===== src/rtl/vras_pkg.sv =====
package vras_pkg;

    // Event codes carried in s_tuser.
    localparam logic [1:0] ACT_START_RING  = 2'd0;
    localparam logic [1:0] ACT_START_OTHER = 2'd1;
    localparam logic [1:0] ACT_CANCEL      = 2'd2;
    localparam logic [1:0] ACT_UPDATE      = 2'd3;

    // Run status codes.
    localparam logic [1:0] ST_IDLE = 2'd0;
    localparam logic [1:0] ST_RUN  = 2'd1;
    localparam logic [1:0] ST_OK   = 2'd2;
    localparam logic [1:0] ST_FAIL = 2'd3;

    // Chassis state codes; any code from fault upward counts as a fault.
    localparam logic [1:0] CH_READY = 2'd0;
    localparam logic [1:0] CH_BUSY  = 2'd1;
    localparam logic [1:0] CH_FAULT = 2'd2;

    // Configuration register indexes.
    localparam logic [2:0] REG_TARGET_DX        = 3'd0;
    localparam logic [2:0] REG_TARGET_DY        = 3'd1;
    localparam logic [2:0] REG_CENTER_TOLERANCE = 3'd2;
    localparam logic [2:0] REG_FINE_ZONE        = 3'd3;
    localparam logic [2:0] REG_MIN_QUALITY      = 3'd4;
    localparam logic [2:0] REG_REQUIRED_STABLE  = 3'd5;
    localparam logic [2:0] REG_FORWARD_GAIN     = 3'd6;
    localparam logic [2:0] REG_RIGHT_GAIN       = 3'd7;

    localparam int ADDR_W   = 5;
    localparam int ITEM_W   = 82;
    localparam int IN_TDATA_W  = 88;
    localparam int RESULT_W = 39;
    localparam int OUT_TDATA_W = 40;
    localparam int LIMIT_W  = 15;

    // Configuration register contents.
    typedef struct packed {
        logic [11:0] target_dx;
        logic [11:0] target_dy;
        logic [10:0] center_tolerance;
        logic [10:0] fine_zone;
        logic [7:0]  min_quality;
        logic [7:0]  required_stable;
        logic [15:0] forward_gain;
        logic [15:0] right_gain;
    } cfg_t;

    // Input item payload, first field in the highest bits.
    typedef struct packed {
        logic [11:0] det_dy;
        logic [11:0] det_dx;
        logic [7:0]  det_quality;
        logic        det_found;
        logic [7:0]  det_target;
        logic [3:0]  det_mode;
        logic        det_valid;
        logic        ack_failed;
        logic        move_refused;
        logic [1:0]  chassis_state;
        logic [31:0] now_ms;
    } item_t;

    // Result item payload, first field in the highest bits.
    typedef struct packed {
        logic        camera_set_target;
        logic        camera_reset;
        logic        stop_chassis;
        logic [15:0] right_move;
        logic [15:0] forward_move;
        logic        move_valid;
        logic        start_accepted;
        logic [1:0]  status;
    } result_t;

endpackage


===== src/rtl/vras_scale.sv =====
// Scales a pixel error by a Q8 gain, rounds to nearest with ties away from
// zero, and clamps the magnitude to the given limit.
module vras_scale (
    input  logic [12:0]                 err,
    input  logic [15:0]                 gain,
    input  logic [vras_pkg::LIMIT_W-1:0] limit,
    output logic [15:0]                 move
);

    logic signed [28:0] product;
    logic        [27:0] mag;
    logic        [19:0] rounded;
    logic        [14:0] clamped;
    logic        [27:0] biased;

    // Signed product, at most 28 bits of magnitude.
    assign product = $signed(err) * $signed(gain);

    // Magnitude, rounding and clamping.
    always_comb
    begin
        if (product[28])
        begin
            mag = 28'(-product);
        end
        else
        begin
            mag = product[27:0];
        end
        biased  = mag + 28'd128;
        rounded = biased[27:8];
        if (rounded > {5'd0, limit})
        begin
            clamped = limit;
        end
        else
        begin
            clamped = rounded[14:0];
        end
        if (product[28])
        begin
            move = 16'(-{1'b0, clamped});
        end
        else
        begin
            move = {1'b0, clamped};
        end
    end

endmodule


===== src/rtl/vras_cfg_regs.sv =====
// Configuration registers behind an APB-style port.
module vras_cfg_regs (
    input  logic                          clk,
    input  logic                          rst_n,
    input  logic                          psel,
    input  logic                          penable,
    input  logic                          pwrite,
    input  logic [vras_pkg::ADDR_W-1:0]   paddr,
    input  logic [31:0]                   pwdata,
    output logic [31:0]                   prdata,
    output logic                          pready,
    output vras_pkg::cfg_t                cfg
);

    vras_pkg::cfg_t cfg_reg;
    vras_pkg::cfg_t cfg_next;
    logic [2:0]     index;
    logic           wr_en;

    assign pready = 1'b1;
    assign index  = paddr[4:2];
    assign wr_en  = psel && penable && pwrite;
    assign cfg    = cfg_reg;

    // Write decode.
    always_comb
    begin
        cfg_next = cfg_reg;
        if (wr_en)
        begin
            unique case (index)
                vras_pkg::REG_TARGET_DX:        cfg_next.target_dx        = pwdata[11:0];
                vras_pkg::REG_TARGET_DY:        cfg_next.target_dy        = pwdata[11:0];
                vras_pkg::REG_CENTER_TOLERANCE: cfg_next.center_tolerance = pwdata[10:0];
                vras_pkg::REG_FINE_ZONE:        cfg_next.fine_zone        = pwdata[10:0];
                vras_pkg::REG_MIN_QUALITY:      cfg_next.min_quality      = pwdata[7:0];
                vras_pkg::REG_REQUIRED_STABLE:  cfg_next.required_stable  = pwdata[7:0];
                vras_pkg::REG_FORWARD_GAIN:     cfg_next.forward_gain     = pwdata[15:0];
                vras_pkg::REG_RIGHT_GAIN:       cfg_next.right_gain       = pwdata[15:0];
            endcase
        end
    end

    // Read mux, zero-extended to the bus width.
    always_comb
    begin
        unique case (index)
            vras_pkg::REG_TARGET_DX:        prdata = 32'(cfg_reg.target_dx);
            vras_pkg::REG_TARGET_DY:        prdata = 32'(cfg_reg.target_dy);
            vras_pkg::REG_CENTER_TOLERANCE: prdata = 32'(cfg_reg.center_tolerance);
            vras_pkg::REG_FINE_ZONE:        prdata = 32'(cfg_reg.fine_zone);
            vras_pkg::REG_MIN_QUALITY:      prdata = 32'(cfg_reg.min_quality);
            vras_pkg::REG_REQUIRED_STABLE:  prdata = 32'(cfg_reg.required_stable);
            vras_pkg::REG_FORWARD_GAIN:     prdata = 32'(cfg_reg.forward_gain);
            vras_pkg::REG_RIGHT_GAIN:       prdata = 32'(cfg_reg.right_gain);
        endcase
    end

    // Register bank with its reset values.
    always_ff @(posedge clk or negedge rst_n)
    begin
        if (!rst_n)
        begin
            cfg_reg.target_dx        <= 12'd0;
            cfg_reg.target_dy        <= 12'd0;
            cfg_reg.center_tolerance <= 11'd4;
            cfg_reg.fine_zone        <= 11'd40;
            cfg_reg.min_quality      <= 8'd128;
            cfg_reg.required_stable  <= 8'd3;
            cfg_reg.forward_gain     <= 16'd256;
            cfg_reg.right_gain       <= 16'd256;
        end
        else
        begin
            cfg_reg <= cfg_next;
        end
    end

endmodule


===== src/rtl/vras_core.sv =====
// Servo control: input register, status update and result register.
module vras_core #(
    parameter int TIMEOUT_MS   = 8000,
    parameter int STALE_MS     = 300,
    parameter int FINE_LIMIT   = 100,
    parameter int COARSE_LIMIT = 500,
    parameter int RING_ID      = 1,
    parameter int RING_MODE    = 1
) (
    input  logic              clk,
    input  logic              rst_n,
    input  logic              in_valid,
    output logic              in_ready,
    input  logic [1:0]        in_action,
    input  vras_pkg::item_t   in_item,
    output logic              out_valid,
    input  logic              out_ready,
    output vras_pkg::result_t out_result,
    input  vras_pkg::cfg_t    cfg
);

    // Handshake and pipeline registers.
    logic              in_valid_reg;
    logic [1:0]        action_reg;
    vras_pkg::item_t   item_reg;
    logic              out_valid_reg;
    vras_pkg::result_t result_reg;
    vras_pkg::result_t result_next;
    logic              advance;
    logic              take;

    // Servo state.
    logic [1:0]  run_status_reg, run_status_next;
    logic        move_pending_reg, move_pending_next;
    logic [7:0]  stable_count_reg, stable_count_next;
    logic [31:0] start_time_reg, start_time_next;
    logic [31:0] last_seen_reg, last_seen_next;

    // Decode of the registered item.
    logic        busy;
    logic        fault;
    logic        do_fail;
    logic [12:0] err_x;
    logic [12:0] err_y;
    logic [12:0] abs_x;
    logic [12:0] abs_y;
    logic        centered;
    logic        fine;
    logic [7:0]  count_inc;
    logic [vras_pkg::LIMIT_W-1:0] limit;
    logic [15:0] fwd_scaled;
    logic [15:0] rgt_scaled;
    logic [31:0] since_start;
    logic [31:0] since_seen;

    assign advance   = !out_valid_reg || out_ready;
    assign take      = in_valid_reg && advance;
    assign in_ready  = !in_valid_reg || advance;
    assign out_valid = out_valid_reg;
    assign out_result = result_reg;

    assign busy  = (item_reg.chassis_state == vras_pkg::CH_BUSY);
    assign fault = (item_reg.chassis_state >= vras_pkg::CH_FAULT);

    // Pixel errors and their magnitudes.
    assign err_x = {item_reg.det_dx[11], item_reg.det_dx} - {cfg.target_dx[11], cfg.target_dx};
    assign err_y = {item_reg.det_dy[11], item_reg.det_dy} - {cfg.target_dy[11], cfg.target_dy};
    assign abs_x = err_x[12] ? 13'(-err_x) : err_x;
    assign abs_y = err_y[12] ? 13'(-err_y) : err_y;
    assign centered = (abs_x <= {2'd0, cfg.center_tolerance})
                   && (abs_y <= {2'd0, cfg.center_tolerance});
    assign fine = (abs_x <= {2'd0, cfg.fine_zone}) && (abs_y <= {2'd0, cfg.fine_zone});
    assign limit = fine ? vras_pkg::LIMIT_W'(FINE_LIMIT) : vras_pkg::LIMIT_W'(COARSE_LIMIT);
    assign count_inc = (stable_count_reg < cfg.required_stable)
                     ? stable_count_reg + 8'd1 : stable_count_reg;
    assign since_start = item_reg.now_ms - start_time_reg;
    assign since_seen  = item_reg.now_ms - last_seen_reg;

    // Move scaling on both axes.
    vras_scale u_scale_fwd (
        .err   (err_y),
        .gain  (cfg.forward_gain),
        .limit (limit),
        .move  (fwd_scaled)
    );

    vras_scale u_scale_rgt (
        .err   (err_x),
        .gain  (cfg.right_gain),
        .limit (limit),
        .move  (rgt_scaled)
    );

    // Event handling for the item in the input register.
    always_comb
    begin
        run_status_next   = run_status_reg;
        move_pending_next = move_pending_reg;
        stable_count_next = stable_count_reg;
        start_time_next   = start_time_reg;
        last_seen_next    = last_seen_reg;
        result_next       = '0;
        do_fail           = 1'b0;

        unique case (action_reg)
            vras_pkg::ACT_START_RING, vras_pkg::ACT_START_OTHER:
            begin
                if (run_status_reg != vras_pkg::ST_RUN)
                begin
                    if (action_reg == vras_pkg::ACT_START_OTHER)
                    begin
                        run_status_next            = vras_pkg::ST_OK;
                        result_next.start_accepted = 1'b1;
                    end
                    else if (!busy && !fault)
                    begin
                        move_pending_next             = 1'b0;
                        stable_count_next             = 8'd0;
                        start_time_next               = item_reg.now_ms;
                        last_seen_next                = 32'd0;
                        run_status_next               = vras_pkg::ST_RUN;
                        result_next.camera_set_target = 1'b1;
                        result_next.start_accepted    = 1'b1;
                    end
                end
            end
            vras_pkg::ACT_CANCEL:
            begin
                result_next.stop_chassis = (run_status_reg == vras_pkg::ST_RUN) && busy;
                result_next.camera_reset = 1'b1;
                move_pending_next        = 1'b0;
                run_status_next          = vras_pkg::ST_IDLE;
            end
            vras_pkg::ACT_UPDATE:
            begin
                if (run_status_reg == vras_pkg::ST_RUN)
                begin
                    priority if (item_reg.ack_failed || fault
                                 || (since_start >= 32'(TIMEOUT_MS)))
                    begin
                        do_fail = 1'b1;
                    end
                    else if (move_pending_reg)
                    begin
                        // Wait for the chassis to stop; the frame on that step is dropped.
                        if (!busy)
                        begin
                            move_pending_next = 1'b0;
                            last_seen_next    = 32'd0;
                        end
                    end
                    else if (!item_reg.det_valid)
                    begin
                        if ((last_seen_reg != 32'd0) && (since_seen > 32'(STALE_MS)))
                        begin
                            stable_count_next = 8'd0;
                        end
                    end
                    else if ((item_reg.det_mode == 4'(RING_MODE))
                             && (item_reg.det_target == 8'(RING_ID)))
                    begin
                        last_seen_next = item_reg.now_ms;
                        priority if (!item_reg.det_found
                                     || (item_reg.det_quality < cfg.min_quality))
                        begin
                            stable_count_next = 8'd0;
                        end
                        else if (centered)
                        begin
                            stable_count_next = count_inc;
                            if (count_inc >= cfg.required_stable)
                            begin
                                result_next.camera_reset = 1'b1;
                                run_status_next          = vras_pkg::ST_OK;
                            end
                        end
                        else
                        begin
                            stable_count_next = 8'd0;
                            if (item_reg.move_refused)
                            begin
                                do_fail = 1'b1;
                            end
                            else
                            begin
                                result_next.forward_move = fwd_scaled;
                                result_next.right_move   = rgt_scaled;
                                result_next.move_valid   = 1'b1;
                                move_pending_next        = 1'b1;
                            end
                        end
                    end
                    else
                    begin
                        // A frame from another mode or target leaves the state alone.
                    end
                end
            end
        endcase

        // Failure overrides the step's other effects on status.
        if (do_fail)
        begin
            result_next.stop_chassis = busy;
            result_next.camera_reset = 1'b1;
            move_pending_next        = 1'b0;
            run_status_next          = vras_pkg::ST_FAIL;
        end

        result_next.status = run_status_next;
    end

    // Input register.
    always_ff @(posedge clk or negedge rst_n)
    begin
        if (!rst_n)
        begin
            in_valid_reg <= 1'b0;
        end
        else if (in_ready)
        begin
            in_valid_reg <= in_valid;
        end
    end

    always_ff @(posedge clk)
    begin
        if (in_valid && in_ready)
        begin
            action_reg <= in_action;
            item_reg   <= in_item;
        end
    end

    // Result register.
    always_ff @(posedge clk or negedge rst_n)
    begin
        if (!rst_n)
        begin
            out_valid_reg <= 1'b0;
        end
        else if (advance)
        begin
            out_valid_reg <= in_valid_reg;
        end
    end

    always_ff @(posedge clk)
    begin
        if (take)
        begin
            result_reg <= result_next;
        end
    end

    // Servo state, updated as each item moves into the result register.
    always_ff @(posedge clk or negedge rst_n)
    begin
        if (!rst_n)
        begin
            run_status_reg   <= vras_pkg::ST_IDLE;
            move_pending_reg <= 1'b0;
            stable_count_reg <= 8'd0;
            start_time_reg   <= 32'd0;
            last_seen_reg    <= 32'd0;
        end
        else if (take)
        begin
            run_status_reg   <= run_status_next;
            move_pending_reg <= move_pending_next;
            stable_count_reg <= stable_count_next;
            start_time_reg   <= start_time_next;
            last_seen_reg    <= last_seen_next;
        end
    end

endmodule


===== src/rtl/visual_ring_alignment_servo.sv =====
// Channel  | Direction | Payload
// s_*      | in        | tuser: action; tdata: now_ms .. det_dy, one event per item
// m_*      | out       | tdata: status .. camera_set_target, one result per item
// APB p*   | in/out    | eight configuration registers at byte address 4*index
//
// Each item passes from the input register into the result register, and m_tvalid
// rises when the result register takes it; one item per cycle while m_tready does not stall.
// The combinational state update over the two gain multipliers sets that rate.
// Reset is asynchronous and active low; it clears the servo to idle and loads
// the configuration defaults. A stalled m_tready holds the result, and s_tready
// drops only once the input register is also full.
module visual_ring_alignment_servo #(
    parameter int TIMEOUT_MS   = 8000,
    parameter int STALE_MS     = 300,
    parameter int FINE_LIMIT   = 100,
    parameter int COARSE_LIMIT = 500,
    parameter int RING_ID      = 1,
    parameter int RING_MODE    = 1
) (
    input  logic                              clk,
    input  logic                              rst_n,
    input  logic                              s_tvalid,
    output logic                              s_tready,
    // now_ms, chassis_state, move_refused, ack_failed, det_valid, det_mode,
    // det_target, det_found, det_quality, det_dx, det_dy; zero padded
    input  logic [vras_pkg::IN_TDATA_W-1:0]   s_tdata,
    // action
    input  logic [1:0]                        s_tuser,
    output logic                              m_tvalid,
    input  logic                              m_tready,
    // status, start_accepted, move_valid, forward_move, right_move,
    // stop_chassis, camera_reset, camera_set_target; zero padded
    output logic [vras_pkg::OUT_TDATA_W-1:0]  m_tdata,
    input  logic                              psel,
    input  logic                              penable,
    input  logic                              pwrite,
    input  logic [vras_pkg::ADDR_W-1:0]       paddr,
    input  logic [31:0]                       pwdata,
    output logic [31:0]                       prdata,
    output logic                              pready
);

    vras_pkg::cfg_t    cfg;
    vras_pkg::item_t   item;
    vras_pkg::result_t result;

    assign item    = vras_pkg::item_t'(s_tdata[vras_pkg::ITEM_W-1:0]);
    assign m_tdata = {1'b0, result};

    // Configuration registers.
    vras_cfg_regs u_cfg (
        .clk     (clk),
        .rst_n   (rst_n),
        .psel    (psel),
        .penable (penable),
        .pwrite  (pwrite),
        .paddr   (paddr),
        .pwdata  (pwdata),
        .prdata  (prdata),
        .pready  (pready),
        .cfg     (cfg)
    );

    // Servo datapath and control.
    vras_core #(
        .TIMEOUT_MS   (TIMEOUT_MS),
        .STALE_MS     (STALE_MS),
        .FINE_LIMIT   (FINE_LIMIT),
        .COARSE_LIMIT (COARSE_LIMIT),
        .RING_ID      (RING_ID),
        .RING_MODE    (RING_MODE)
    ) u_core (
        .clk        (clk),
        .rst_n      (rst_n),
        .in_valid   (s_tvalid),
        .in_ready   (s_tready),
        .in_action  (s_tuser),
        .in_item    (item),
        .out_valid  (m_tvalid),
        .out_ready  (m_tready),
        .out_result (result),
        .cfg        (cfg)
    );

endmodule


===== config.mk =====
export PLATFORM = sky130hd
export DESIGN_NAME = visual_ring_alignment_servo
export DESIGN_NICKNAME = d
export VERILOG_FILES = /design/src/rtl/vras_pkg.sv /design/src/rtl/vras_scale.sv /design/src/rtl/vras_cfg_regs.sv /design/src/rtl/vras_core.sv /design/src/rtl/visual_ring_alignment_servo.sv
export SDC_FILE = /design/constraint.sdc
export NUM_CORES = 2
export LEC_CHECK = 0
export BUFFER_PORTS_ARGS = -buffer_cell sky130_fd_sc_hd__buf_2
export CAP_MARGIN = 20
export CELL_PAD_IN_SITES_DETAIL_PLACEMENT = 1
export CELL_PAD_IN_SITES_GLOBAL_PLACEMENT = 1
export CORE_MARGIN = 2
export CORE_UTILIZATION = 50
export DETAILED_ROUTE_END_ITERATION = 6
export PLACE_DENSITY_LB_ADDON = 0.1
export SKIP_CTS_REPAIR_TIMING = 1
export SLEW_MARGIN = 20
export SYNTH_ARGS = -nofsm -noshare
export SYNTH_HDL_FRONTEND = slang
export SYNTH_HIERARCHICAL = 1
export SYNTH_SLANG_ARGS = --single-unit

===== constraint.sdc =====
create_clock -name clk -period 25.9 [get_ports clk]
set_input_delay 5.18 -clock clk [delete_from_list [all_inputs] [get_ports clk]]
set_output_delay 5.18 -clock clk [all_outputs]
set_load 0.03 [all_outputs]

==> impl_metrics.py <==
metrics = {
    "run_status": {
        "outcome": "completed",
    },
    "floorplan": {
        "die_area_sq_um": 81020,
        "die_x_microns": 284.6,
        "num_rows": 102,
        "dieHeight_microns": 284.6,
        "initial_core_util_pct": 50.67,
        "ioPinCount": 209,
        "fp.coreArea_sq_um": 77720,
    },
    "cells_and_area": {
        "mostFrequentLayoutCells": "inv_1 (546), fa_1 (394), nand2_1 (347), ha_1 (335), and2_1 (239)",
        "multi_input_area_sq_um": 28970,
        "syn2layout_area_growth_pct": 8.414,
        "largest_reg_flops": 94,
        "layout.nets": 5253,
        "final_common_cell": "inv_1",
        "layout-drive-gt1-share_pct": 11.04,
        "fillers": 8977,
        "regArea_sq_um": 7983,
    },
    "clocking": {
        "cts_sinks": 294,
        "cts-buffers-inserted": 38,
        "path_clk_slew_ps": 60,
        "h-tree-depth": 2,
        "clockBufferDepth": 3,
        "worstSkewPairLatency_ps": 600,
        "cts_root_buf": "clkbuf_16",
        "cts_tree": "built",
    },
    "synth": {
        "synth_mux_area_share_pct": 5.681,
        "synth_top_family_by_area": "adder cells",
        "synth-seq-cells": 294,
        "avgSynthCellArea_sq_um": 9.318,
        "async_flop_share_pct": 58.16,
        "synth_compound_area_share_pct": 14.38,
        "synthFlopType": "dfrtp_1",
        "netlist_area_sq_um": 39380,
        "synth_cells": 4226,
        "synthAdderAreaFrac_pct": 30.67,
        "synth.distinct_cells": 128,
        "synth_warnings": 6,
        "yosys.area_share.simple_pct": 17.19,
        "ys_seq_area_share_pct": 20.27,
        "synth_edf_count": 123,
        "synth-xor-area-share_pct": 4.566,
    },
    "timing": {
        "rsz0062_at_grt": "no",
        "skew_ps": 51.25,
        "fin_crit_ps": 16340,
        "hold_viol": 0,
        "setup_viol": 0,
        "drv_slew": 0,
        "max_freq_mhz": 61.22,
        "tns_ps": 0,
        "hold-worst-slack_ps": 503.5,
        "worstMarginPinSlew_ps": 1078,
        "fin_crit_sh_pct": 63.07,
        "slew_headroom_pct": 27.87,
    },
    "min_path": {
        "worstHoldStart": "u_core/start_time_reg[24]",
        "holdPathStages": 1,
        "hold_path_class": "reg2reg",
        "min_to": "u_core/start_time_reg[24]",
    },
    "setup_path": {
        "cp_slowest_stage_delay_ps": 720,
        "crit_path_top_delay_cell": "o21a_1",
        "cp_common_cell": "a21o_1",
        "worstPathMaxFanout": 39,
        "startpoint_type": "flop",
        "critPathRequiredTime_ps": 26240,
        "crit_type": "reg2reg",
        "worstReg2RegStart": "u_core/item_reg[58]",
        "rrSetupSlack_ps": 9560,
        "crit_arrival_ps": 16670,
        "worst-r2r-cell-count": 58,
        "r2r-end": "u_core/out_result[32]",
        "end_kind": "flop",
    },
    "placed_design": {
        "place_hpwl_microns": 92440,
        "gp_congestion": 0.9077,
        "port_buffers": 166,
    },
    "drt": {
        "remaining_drc_errors": 0,
        "first_pass_iters": 5,
        "postRouteAntennaNets": 0,
        "viasPerCell": 5.847,
        "drt-initial-drc-count": 1790,
        "wl_per_cell_microns": 21.67,
        "vias": 31933,
        "wirelength_microns": 118300,
    },
    "grt": {
        "grt_pass1_vias": 34618,
        "grt_max_degree": 67,
        "grt_usage_pct": 29.69,
        "gr-total-overflow": 0,
        "antenna_found_initial": 4,
        "grt_pass1_wl_microns": 192800,
    },
    "run": {
        "drv_cap": 0,
    },
}
-- layout make-up --
class	count	share of cell area, %
flip-flops and latches	294	18.70
inverters	550	4.836
multi-input cells	3312	67.85
clock inverters	17	0.5129
clock buffers	53	2.597
diodes	1	0.005861
well taps	1040	3.048
repair buffers	194	2.453
-- worst max-delay path by stage --
| stage | from | end | slack [ps] | cells past startpoint |
|---|---|---|---|---|
| global route | u_core/item_reg[58] | u_core/out_result[26] | 8540 | 58 |
| finish | u_core/item_reg[58] | u_core/out_result[32] | 9560 | 58 |
| global placement | u_core/item_reg[58] | u_core/out_result[26] | 9790 | 58 |
| detailed placement | u_cfg/cfg[82] | u_core/out_result[26] | 9690 | 57 |
| floorplan | u_core/item_reg[58] | u_core/out_result[26] | 11780 | 64 |
| CTS | u_core/item_reg[58] | u_core/out_result[26] | 9680 | 58 |
-- metrics by stage --
step / cell area, sq um / setup slack (ps) / utilization (%) / std cells
floorplan: 39710 / 11780 / - / 4315
global route: 42690 / 8536 / 54.93 / 5460
CTS: 42690 / 9677 / 54.93 / 5460
finish: 42690 / 9564 / 54.93 / 5461
detailed placement: 41360 / 9689 / 53.22 / 5390
global placement: 41350 / 9786 / 53.21 / 5389
-- synth_stat cells (all sizes together) (29+ instances only) --
master  instances  area [sq um]
o21ai         140         711.9
o21a           48         360.4
a21oi         186         975.9
inv           548          2057
a21o           49         367.9
a211oi         47         397.9
nand3          70         350.3
ha            335          4192
and2          240          1501
nand4          54         344.1
mux2          134          1546
edfxtp        123          3694
nor4           40         277.8
dfrtp         163          4079
nor2          226         858.3
buf            47         347.8
nor2b          32         200.2
clkbuf        112         420.4
xnor2         146          1286
nor3           67         335.3
o31ai          29         232.7
xor2           55         489.2
nand2b         57         356.6
nand2         348          1309
a22o           33         289.0
mux2i          69         690.7
fa            394          7888
-- routing by layer --
| metal | global-route usage, % | routed length [microns] | vias to the layer above |
|---|---|---|---|
| met3 | 3.523 | 5118 | 172 |
| met1 | 40.96 | 54040 | 16258 |
| li1 | - | - | 14771 |
| met2 | 49.48 | 55910 | 728 |
| met4 | 7.776 | 3234 | 4 |
| met5 | 0 | 24 | - |
-- cells by family after synthesis --
kind of cell | after synthesis
other cells | 5
mux | 203
flops | 294
xor+xnor | 202
simple gates | 1289
compound gates | 795
fa+ha+maj | 729
buf+inv | 709
-- worst max-delay path, delay by kind of cell, from the launching register on --
| family | cells | cell delay (ps) |
|---|---|---|
| fa+ha+maj | 12 | 4740 |
| flops | 1 | 380 |
| simple gates | 10 | 2110 |
| buf+inv | 6 | 1760 |
| xor+xnor | 4 | 760 |
| mux | 4 | 840 |
| compound gates | 22 | 5490 |
Power is not shown: default switching activity piles up to over one toggle a cycle in this logic, so the estimate is an artifact.
